--- config.mk ---
export PLATFORM = sky130hd
export DESIGN_NAME = multichannel_ray_collator
export DESIGN_NICKNAME = d
export VERILOG_FILES = /design/src/rtl/mrc_pkg.sv /design/src/rtl/multichannel_ray_collator.sv /design/src/rtl/mrc_ram.sv
export SDC_FILE = /design/constraint.sdc
export NUM_CORES = 2
export LEC_CHECK = 0
export BUFFER_PORTS_ARGS = -buffer_cell sky130_fd_sc_hd__buf_4
export CORE_MARGIN = 1.5
export CORE_UTILIZATION = 60
export CTS_CLUSTER_DIAMETER = 30
export DETAILED_ROUTE_END_ITERATION = 10
export PLACE_DENSITY_LB_ADDON = 0.3
export SLEW_MARGIN = 10
export SYNTH_ARGS = -nofsm -noshare
export SYNTH_HDL_FRONTEND = slang
export SYNTH_SLANG_ARGS = --single-unit
--- constraint.sdc ---
create_clock -name i_clk -period 25.2 [get_ports i_clk]
set_input_delay 3.78 -clock i_clk [delete_from_list [all_inputs] [get_ports i_clk]]
set_output_delay 3.78 -clock i_clk [all_outputs]
set_load 0.02 [all_outputs]
--- src/rtl/mrc_pkg.sv ---
// Package for the multichannel ray collator: item structs, slot entry type,
// result kind and command codes and sizing constants. No dependencies.
package mrc_pkg;

    localparam int SLOTS       = 8;
    localparam int CHANNELS    = 4;
    localparam int HANDLE_BITS = 16;
    localparam int SLOT_W      = $clog2(SLOTS);
    localparam int CH_W        = $clog2(CHANNELS);

    localparam logic [2:0] K_COLLATED = 3'd0;
    localparam logic [2:0] K_DISCARD  = 3'd1;
    localparam logic [2:0] K_RADAR    = 3'd2;
    localparam logic [2:0] K_CHANNEL  = 3'd3;
    localparam logic [2:0] K_COUNT    = 3'd4;

    localparam logic CMD_ADD  = 1'b0;
    localparam logic CMD_READ = 1'b1;

    typedef logic [HANDLE_BITS-1:0] t_hnd;

    typedef struct packed {
        logic        command;
        logic [7:0]  ray_radar;
        logic [2:0]  channel;
        logic [31:0] ray_number;
        logic [15:0] ray_handle;
    } t_in_item;

    typedef struct packed {
        logic [2:0]  kind;
        logic [15:0] out_handle;
        logic [31:0] out_ray_number;
        logic [2:0]  out_channel;
        logic [15:0] discard_count;
        logic        last;
    } t_out_item;

    typedef struct packed {
        logic [31:0]                 key;
        logic [CHANNELS-1:0]         present;
        t_hnd [CHANNELS-1:0]         handles;
    } t_ent;

endpackage

--- src/rtl/multichannel_ray_collator.sv ---
// Multichannel ray collator: slot table in mrc_ram, sequencer and output register.
// Steps: a rejected ray or count report goes through S_OUT1 into the output register;
// an add scans the table (S_SCAN, S_DEC) and updates it in S_UPD. A completed set
// rescans, flushes each lower set in S_DROP and rescans again, then releases its
// channels in S_COL; an eviction flushes the lowest set first. Output stalls hold these.
// One item at a time; the input stalls until the item is done. Reset (synchronous,
// active low) clears slot valid bits, discard count, radar id, output valid and state.
module multichannel_ray_collator (
    input  logic                i_clk,
    input  logic                i_rst_n,
    input  logic                i_cfg_we,
    input  logic [7:0]          i_cfg_wdata,
    input  logic                i_in_valid,
    output logic                o_in_stall,
    input  mrc_pkg::t_in_item   i_in_item,
    output logic                o_out_valid,
    input  logic                i_out_stall,
    output mrc_pkg::t_out_item  o_out_item
);
    import mrc_pkg::*;

    localparam logic [2:0] S_IDLE = 3'd0;
    localparam logic [2:0] S_OUT1 = 3'd1;
    localparam logic [2:0] S_SCAN = 3'd2;
    localparam logic [2:0] S_DEC  = 3'd3;
    localparam logic [2:0] S_DROP = 3'd4;
    localparam logic [2:0] S_UPD  = 3'd5;
    localparam logic [2:0] S_COL  = 3'd6;

    logic [2:0]        r_state;
    logic [7:0]        r_radar;
    logic [15:0]       r_cnt;
    logic [SLOTS-1:0]  r_valid;
    t_in_item          r_item;
    logic [2:0]        r_okind;
    logic              r_ov;
    t_out_item         r_out;

    // scan
    logic [SLOT_W:0]   r_iss;
    logic              r_pv;
    logic [SLOT_W-1:0] r_pidx;
    logic              r_lim;
    logic              r_fnd_v, r_best_v, r_free_v;
    logic [SLOT_W-1:0] r_fnd_idx, r_best_idx, r_free_idx;
    t_ent              r_fnd_ent, r_best_ent;

    // work
    t_ent              r_ent, r_col;
    logic [SLOT_W-1:0] r_d, r_f;
    logic              r_evict;
    logic [CH_W-1:0]   r_ch;

    logic              out_free, in_acc;
    logic              ov_load;
    logic [CH_W-1:0]   in_c;
    logic              chan_ok;
    logic [$bits(t_ent)-1:0] rd_raw;
    t_ent              rd_ent, blank, n_col;
    logic [SLOT_W-1:0] raddr;
    logic              we;
    logic              more_above;

    assign out_free = !r_ov || !i_out_stall;
    assign ov_load = out_free && ((r_state == S_OUT1) || (r_state == S_COL)
                     || (r_state == S_DROP && r_ent.present[r_ch]));
    assign o_in_stall = (r_state != S_IDLE);
    assign in_acc = i_in_valid && !o_in_stall;
    assign o_out_valid = r_ov;
    assign o_out_item = r_out;
    assign in_c = CH_W'(r_item.channel - 3'd1);
    assign chan_ok = (i_in_item.channel >= 3'd1) && (32'(i_in_item.channel) <= CHANNELS);
    assign rd_ent = t_ent'(rd_raw);
    assign raddr = r_iss[SLOT_W-1:0];
    assign we = (r_state == S_UPD);

    always_comb begin
        blank = '0;
        blank.key = r_item.ray_number;
        n_col = r_col;
        n_col.present[in_c] = 1'b1;
        n_col.handles[in_c] = t_hnd'(r_item.ray_handle);
        more_above = 1'b0;
        for (int c = 0; c < CHANNELS; c++) begin
            if (c > 32'(r_ch) && r_ent.present[c]) more_above = 1'b1;
        end
    end

    mrc_ram #(.WIDTH($bits(t_ent)), .DEPTH(SLOTS)) u_ram (
        .i_clk   (i_clk),
        .i_we    (we),
        .i_waddr (r_f),
        .i_wdata (n_col),
        .i_raddr (raddr),
        .o_rdata (rd_raw)
    );

    always_ff @(posedge i_clk) begin
        if (!i_rst_n) begin
            r_state <= S_IDLE;
            r_radar <= '0;
            r_cnt   <= '0;
            r_valid <= '0;
            r_ov    <= 1'b0;
            r_pv    <= 1'b0;
        end else begin
            if (i_cfg_we) r_radar <= i_cfg_wdata;
            if (r_ov && !i_out_stall && !ov_load) r_ov <= 1'b0;
            unique case (r_state)
                S_IDLE: begin
                    if (in_acc) begin
                        r_item <= i_in_item;
                        if (i_in_item.command == CMD_READ) begin
                            r_okind <= K_COUNT;
                            r_state <= S_OUT1;
                        end else if (i_in_item.ray_radar != r_radar) begin
                            r_okind <= K_RADAR;
                            r_state <= S_OUT1;
                        end else if (!chan_ok) begin
                            r_okind <= K_CHANNEL;
                            r_state <= S_OUT1;
                        end else begin
                            r_lim <= 1'b0;
                            r_iss <= '0;
                            r_pv <= 1'b0;
                            r_fnd_v <= 1'b0;
                            r_best_v <= 1'b0;
                            r_free_v <= 1'b0;
                            r_state <= S_SCAN;
                        end
                    end
                end
                S_OUT1: begin
                    if (out_free) begin
                        r_ov <= 1'b1;
                        r_out.kind <= r_okind;
                        r_out.last <= 1'b1;
                        if (r_okind == K_COUNT) begin
                            r_out.out_handle <= '0;
                            r_out.out_ray_number <= '0;
                            r_out.out_channel <= '0;
                            r_out.discard_count <= r_cnt;
                            r_cnt <= '0;
                        end else begin
                            r_out.out_handle <= 16'(t_hnd'(r_item.ray_handle));
                            r_out.out_ray_number <= r_item.ray_number;
                            r_out.out_channel <= r_item.channel;
                            r_out.discard_count <= '0;
                        end
                        r_state <= S_IDLE;
                    end
                end
                S_SCAN: begin
                    if (32'(r_iss) < SLOTS) r_iss <= r_iss + 1'b1;
                    r_pv <= (32'(r_iss) < SLOTS);
                    r_pidx <= raddr;
                    if (r_pv) begin
                        if (!r_valid[r_pidx] && !r_free_v) begin
                            r_free_v <= 1'b1;
                            r_free_idx <= r_pidx;
                        end
                        if (r_valid[r_pidx] && rd_ent.key == r_item.ray_number && !r_fnd_v) begin
                            r_fnd_v <= 1'b1;
                            r_fnd_idx <= r_pidx;
                            r_fnd_ent <= rd_ent;
                        end
                        if (r_valid[r_pidx] && (!r_lim || rd_ent.key < r_item.ray_number)
                            && (!r_best_v || rd_ent.key < r_best_ent.key)) begin
                            r_best_v <= 1'b1;
                            r_best_idx <= r_pidx;
                            r_best_ent <= rd_ent;
                        end
                        if (32'(r_pidx) == SLOTS - 1) r_state <= S_DEC;
                    end
                end
                S_DEC: begin
                    r_ch <= '0;
                    if (r_lim) begin
                        if (r_best_v) begin
                            r_ent <= r_best_ent;
                            r_d <= r_best_idx;
                            r_evict <= 1'b0;
                            r_state <= S_DROP;
                        end else begin
                            r_state <= S_COL;
                        end
                    end else if (r_fnd_v && r_fnd_ent.present[in_c]) begin
                        r_okind <= K_CHANNEL;
                        r_state <= S_OUT1;
                    end else if (r_fnd_v) begin
                        r_col <= r_fnd_ent;
                        r_f <= r_fnd_idx;
                        r_state <= S_UPD;
                    end else if (r_free_v) begin
                        r_col <= blank;
                        r_f <= r_free_idx;
                        r_state <= S_UPD;
                    end else begin
                        // table full: evict the lowest set first
                        r_col <= blank;
                        r_f <= r_best_idx;
                        r_d <= r_best_idx;
                        r_ent <= r_best_ent;
                        r_evict <= 1'b1;
                        r_state <= S_DROP;
                    end
                end
                S_DROP: begin
                    if (!r_ent.present[r_ch] || out_free) begin
                        if (r_ent.present[r_ch]) begin
                            r_ov <= 1'b1;
                            r_out.kind <= K_DISCARD;
                            r_out.out_handle <= 16'(r_ent.handles[r_ch]);
                            r_out.out_ray_number <= r_ent.key;
                            r_out.out_channel <= 3'(r_ch) + 3'd1;
                            r_out.discard_count <= '0;
                            r_out.last <= r_evict && !more_above;
                            if (r_cnt != 16'hFFFF) r_cnt <= r_cnt + 16'd1;
                        end
                        r_ch <= r_ch + 1'b1;
                        if (32'(r_ch) == CHANNELS - 1) begin
                            r_valid[r_d] <= 1'b0;
                            if (r_evict) begin
                                r_state <= S_UPD;
                            end else begin
                                r_iss <= '0;
                                r_pv <= 1'b0;
                                r_best_v <= 1'b0;
                                r_fnd_v <= 1'b0;
                                r_free_v <= 1'b0;
                                r_state <= S_SCAN;
                            end
                        end
                    end
                end
                S_UPD: begin
                    r_valid[r_f] <= 1'b1;
                    r_col <= n_col;
                    if (&n_col.present) begin
                        // flush every lower set before release
                        r_lim <= 1'b1;
                        r_iss <= '0;
                        r_pv <= 1'b0;
                        r_best_v <= 1'b0;
                        r_fnd_v <= 1'b0;
                        r_free_v <= 1'b0;
                        r_state <= S_SCAN;
                    end else begin
                        r_state <= S_IDLE;
                    end
                end
                S_COL: begin
                    if (out_free) begin
                        r_ov <= 1'b1;
                        r_out.kind <= K_COLLATED;
                        r_out.out_handle <= 16'(r_col.handles[r_ch]);
                        r_out.out_ray_number <= r_col.key;
                        r_out.out_channel <= 3'(r_ch) + 3'd1;
                        r_out.discard_count <= '0;
                        r_out.last <= (32'(r_ch) == CHANNELS - 1);
                        r_ch <= r_ch + 1'b1;
                        if (32'(r_ch) == CHANNELS - 1) begin
                            r_valid[r_f] <= 1'b0;
                            r_state <= S_IDLE;
                        end
                    end
                end
                default: r_state <= S_IDLE;
            endcase
        end
    end

    a_col_full: assert property (@(posedge i_clk) disable iff (!i_rst_n)
        (r_state == S_COL) |-> (&r_col.present))
        else $error("release of an incomplete set");

    a_drop_valid: assert property (@(posedge i_clk) disable iff (!i_rst_n)
        (r_state == S_DROP) |-> r_valid[r_d])
        else $error("flush of a free slot");

    a_cmd_report: assert property (@(posedge i_clk) disable iff (!i_rst_n)
        (in_acc && i_in_item.command == CMD_READ) |=> (r_state == S_OUT1 && r_okind == K_COUNT))
        else $error("count command not reported");
endmodule

--- src/rtl/mrc_ram.sv ---
// Generic single-write, single-read synchronous RAM with registered read data.
// No dependencies.
module mrc_ram #(
    parameter int WIDTH = 8,
    parameter int DEPTH = 8
) (
    input  logic                     i_clk,
    input  logic                     i_we,
    input  logic [$clog2(DEPTH)-1:0] i_waddr,
    input  logic [WIDTH-1:0]         i_wdata,
    input  logic [$clog2(DEPTH)-1:0] i_raddr,
    output logic [WIDTH-1:0]         o_rdata
);
    logic [WIDTH-1:0] r_mem [DEPTH];

    always_ff @(posedge i_clk) begin
        if (i_we) begin
            r_mem[i_waddr] <= i_wdata;
        end
        o_rdata <= r_mem[i_raddr];
    end
endmodule
== Word-level counts from Yosys, hierarchy flattened ==
Memory sizes are Yosys's and may differ from the RTL's. A register that Yosys moved wholly into a read port is not among the register bits.
Cells that the tools add are included.

* Register bits: 591
* RAM bits: 800
* Bits of input ports: 73
* Output and inout bits: 73
* Logic and storage cells: 319
* Memories: 1

* Add/sub/neg operators: 5
* $lt $le $gt $ge: 16
* Equal/unequal tests: 40
* Mux-type cells: 126
* Bitwise logic cells: 9
* Reduce and logical (&&, ||, !) cells: 69

{| class="wikitable"
|+ Memories
! name !! depth !! bits a word !! rd ports !! clocked after memory_dff !! write ports !! RTL line !! source
|-
| u_ram.r_mem || 8 || 100 || 1 || 1 || 1 || mrc_ram.sv:14 || <nowiki>logic [WIDTH-1:0] r_mem [DEPTH];</nowiki>
|}

{| class="wikitable"
|+ Operator list
! operator !! number
|-
| 2-to-1 mux 100 bit || 8
|-
| 2-to-1 mux 71 bit || 4
|-
| case mux 71 bit (3 select lines) || 1
|-
| case mux 100 bit (2 select lines) || 1
|-
| 2-to-1 mux 16 bit || 8
|-
| 2-to-1 mux 3 bit || 24
|-
| 2-to-1 mux 67 bit || 1
|-
| binary-select mux 16 bit (select 2 bit) || 2
|-
| bitwise mux 64 bit || 1
|-
| less-than comparator 32 bit || 2
|-
| != test 2 bit, second input constant || 20
|-
| 2-to-1 mux 1 bit || 37
|-
| 2-to-1 mux 4 bit || 9
|-
| AND reduction 12 bit || 3
|-
| demux 16 bit (select 2 bit) || 1
|-
| equality test 32 bit || 1
|-
| 2-to-1 mux 8 bit || 4
|-
| case mux 16 bit (2 select lines) || 1
|-
| AND reduction 4 bit || 7
|-
| case mux 8 bit (3 select lines) || 1
|-
| AND reduction 6 bit || 4
|-
| case mux 3 bit (7 select lines) || 1
|-
| logical AND 1 bit || 19
|-
| adder 16 x 1 -> 16 bit, second input constant || 1
|-
| other kinds (49) || 104
|}

== Longest topological paths before layout ==
* Depth after elaboration: 11
* Mapped depth: 10
* Depth with buffers taken out: 8

== By module ==
From an unflattened synthesis, not the netlist that was laid out.

* Cell total of the unflattened synthesis: 3009
* Area, all modules: 57218.6 um^2

{| class="wikitable"
|+ By module, submodules not included
! module !! instances !! cells an instance !! area an instance (um^2) !! seq. area each (um^2)
|-
| mrc_ram || 1 || 1268 || 32175.9 || 26025.0
|-
| multichannel_ray_collator || 1 || 1741 || 25042.8 || 17376.7
|}

== Worst setup path before layout ==
Ideal clock, no wire load.

* Path kind: input to register
* Start point: in i_rst_n
* End point: reg r_best_ent[0] (netlist bit), enable pin
* Setup time: 0.692 ns
* Arrival time: 11.319 ns
* Required time: 24.508 ns
* Setup slack: 13.190 ns
* Stages on the path: 5
* Buffers on the path: 1
* Cell sequence: inv_1 > clkbuf_1 > nor2_1 > nand2_1 > nor3_1

* Cells in the longest elaborated chain, start to end: 1

{| class="wikitable"
|+ Ends and longest elaborated chain
! element !! RTL line !! source
|-
| start: declaration || multichannel_ray_collator.sv:10 || <nowiki>input logic i_rst_n,</nowiki>
|-
| AND reduction 4 bit (no line) || - ||
|-
| end signal: assignment || multichannel_ray_collator.sv:171 || <nowiki>r_best_ent <= rd_ent;</nowiki>
|-
| end: declaration || multichannel_ray_collator.sv:46 || <nowiki>t_ent r_fnd_ent, r_best_ent;</nowiki>
|}

Every way passes these cells.
A chain may end at the register's enable or synchronous reset.

== Worst setup path in the final report ==
* Start point: in i_rst_n
* End point: reg r_best_ent[15] (netlist bit), enable pin

The elaborated chain is that of the path after synthesis.

==> results.toml <==
[global_route]
antenna_found_initial = 4
grt_pass1_wl_mm = 198
grt_pass1_vias = 31877
grt_use_total_pct = 27.7
grt_max_degree = 157
overflow = 0

[synthesis]
synth_edf_count = 1354
syn_area_um2 = 56900
yosysSeqAreaShare_pct = 76.3
synth_top_cell_area_share_pct = 71.5
synth_fp_nets = 3172
synth_ff_type = "edfxtp_1"
synthCells = 3027
ys_top_cells_by_count = "edfxtp_1 (1354), nand2_1 (209), mux4_2 (208), mux2_2 (165), dfxtp_1 (137)"
avgSynthCellArea_um2 = 18.8
synth_top_area_cell = "edfxtp_1"
yosys_warnings = 0
ys_seq_elements = 1491
synthArstFlopShare_pct = 0
ys_top_cells_by_area = "edfxtp_1 (71%), mux4_2 (8.2%), dfxtp_1 (4.8%), mux2_2 (3.3%), mux2i_1 (1.8%)"
synth.distinct_cells = 68
synth_most_common_cell = "edfxtp_1"

[clocking]
cts_root_buf = "clkbuf_16"
cts_buffers = 234
cts_buffer_depth = 3
worst_skew_pair.late_latency_ns = 0.82
ctsHtreeMaxLevel = 4
ctsHoldBuffers = 0
post_cts_buffers = 0
clk_pin_slew_worst_paths_ns = 0.05
cts_resized = 0
clock-sinks = 1491
cts_tree = "done"

[run]
max-cap-violations = 0

[detailed_routing]
dr.first_iter.drc_count = 3263
avgViaCountPerCell = 6.32
wl_per_cell_um = 27.7
drc = 0
final_antenna_net_count = 0
via_count = 30226
drtPass1Iterations = 8
wl_mm = 133

[floorplan]
start_util_pct = 60.8
die_w_um = 311
die_y_um = 311
core_um2 = 93600
die_area_um2 = 96700
io_pins = 146
placementRows = 112

[timing]
finClkSkew_ns = 0.0404
max_clock_freq_mhz = 158
finalSetupViolations = 0
relSlewSlack_pct = 23.1
post-route-period-util_pct = 25.1
rsz0062_at_grt = "no"
hold_viol_final = 0
worst_slack_ns = 18.87
slew_violations = 0
worst_slew_pin_slew_ns = 1.15
min_period_ns = 6.33
tns_ns = 0

[status]
run_status = "complete, no violations"

[final_layout]
post-route-util_pct = 72.3
fin_nets = 3456
area_growth_pct = 19.0
fin_area_um2 = 67700
final.fill_count = 5371
layout-drive-gt1-share_pct = 29.1

[placement]
io_buffers = 145
finalWeightedCongestion = 0.823
pre_cts_slack_ns = 18.20
dp_hpwl_mm = 68.2
placed_area_um2 = 59500

[worst_setup_path]
critPathMaxFanout = 69
worstPathRequired_ns = 25.61
endpoint_kind = "register"
arrival_ns = 6.73
startpoint_type = "input pin"
critPathKind = "in -> reg"

[power]
peakVddDrop_mv = 0.0838
power.leakage_nw = 23.5
total_power_w = 0.00609
power_density_nw_per_um2 = 90.0

[min_path]
min_path_type = "reg -> reg"
[state kept, by name (all words and copies together) (netlist names), 4 cells and up]
register and count:
blank 32, n_col 32, o_out_item 71, r_best_ent 100, r_cnt 16, r_col 68
r_ent 100, r_fnd_ent 100, r_iss 4, r_item 19, r_radar 8, r_valid 8
u_ram.o_rdata 100, u_ram.r_mem 800
[cell usage in the layout (no fill, tap or decap), types with 76 or more instances in the layout]
cell	netlist	routed
inv_1	116	116
clkbuf_16	0	238
nand2_1	209	208
edfxtp_1	1354	1354
mux2i_1	100	100
nand3_1	81	81
mux4_2	208	208
dfxtp_1	137	137
nor2_1	84	76
mux2_2	165	165
buf_4	3	193
[path summary, 6_finish.rpt]
| kind | start | endpoint | slack (ns) | cells after the start |
|---|---|---|---|---|
| worst min register to register | r_best_ent[56] | r_ent[56] | 0.40 | 0 |
| worst max-delay path | i_rst_n | r_best_ent[15] | 18.87 | 7 |
| worst min-delay path | r_best_ent[56] | r_ent[56] | 0.40 | 0 |
| worst max register to register | r_state[2] | u_ram.r_mem[6][16] | 20.31 | 7 |
[logic make-up after synthesis]
family,share of synthesized area (%)
AOI/OAI and AO/OA,2.74
and+or+nand+nor,3.96
buffers and inverters,1.87
xor gates and xnor gates,0.308
adders and majority gates,1.58
muxes,13.3
DFF,76.3
[critical path, cell delays in order]
cell	delay [ns]
buf_4	0.17
inv_1	0.39
nor2_1	0.49
nand2_1	0.23
nor3_2	0.15
buf_4	0.48
buf_4	0.96
[report_power, final]
group          switching (W)  internal [W]  leakage, nW
registers          0.0000155       0.00270         13.4
clock network        0.00120       0.00205         3.92
logic              0.0000717     0.0000500         6.24
[per-stage QoR]
stage	cells	hold WS, ns
4_1_cts	4777	0.399
3_3_place_gp	4328	0.402
2_1_floorplan	3027	0.400
6_report	4779	0.402
3_5_place_dp	4328	0.405
5_1_grt	4779	0.397
[layout make-up]
type | count | area [um^2] | area share [%]
Inverter | 118 | 448 | 0.662
Multi-Input combinational cell | 1270 | 12600 | 18.6
Clock inverter | 176 | 1980 | 2.92
Clock buffer | 273 | 6200 | 9.16
Timing Repair Buffer | 196 | 1500 | 2.22
Antenna cell | 1 | 2.50 | 0.00370
Tap cell | 1254 | 1570 | 2.32
Sequential cell | 1491 | 43400 | 64.1
[layer usage]
layer | global-route usage, % | routed length, um | vias up
li1 | - | - | 12649
met1 | 36.0 | 49800 | 15575
met2 | 46.5 | 67100 | 1688
met3 | 5.30 | 11400 | 308
met4 | 11.4 | 4300 | 6
met5 | 0 | 28 | -
Note: power is estimated with default switching activity, not from simulation.
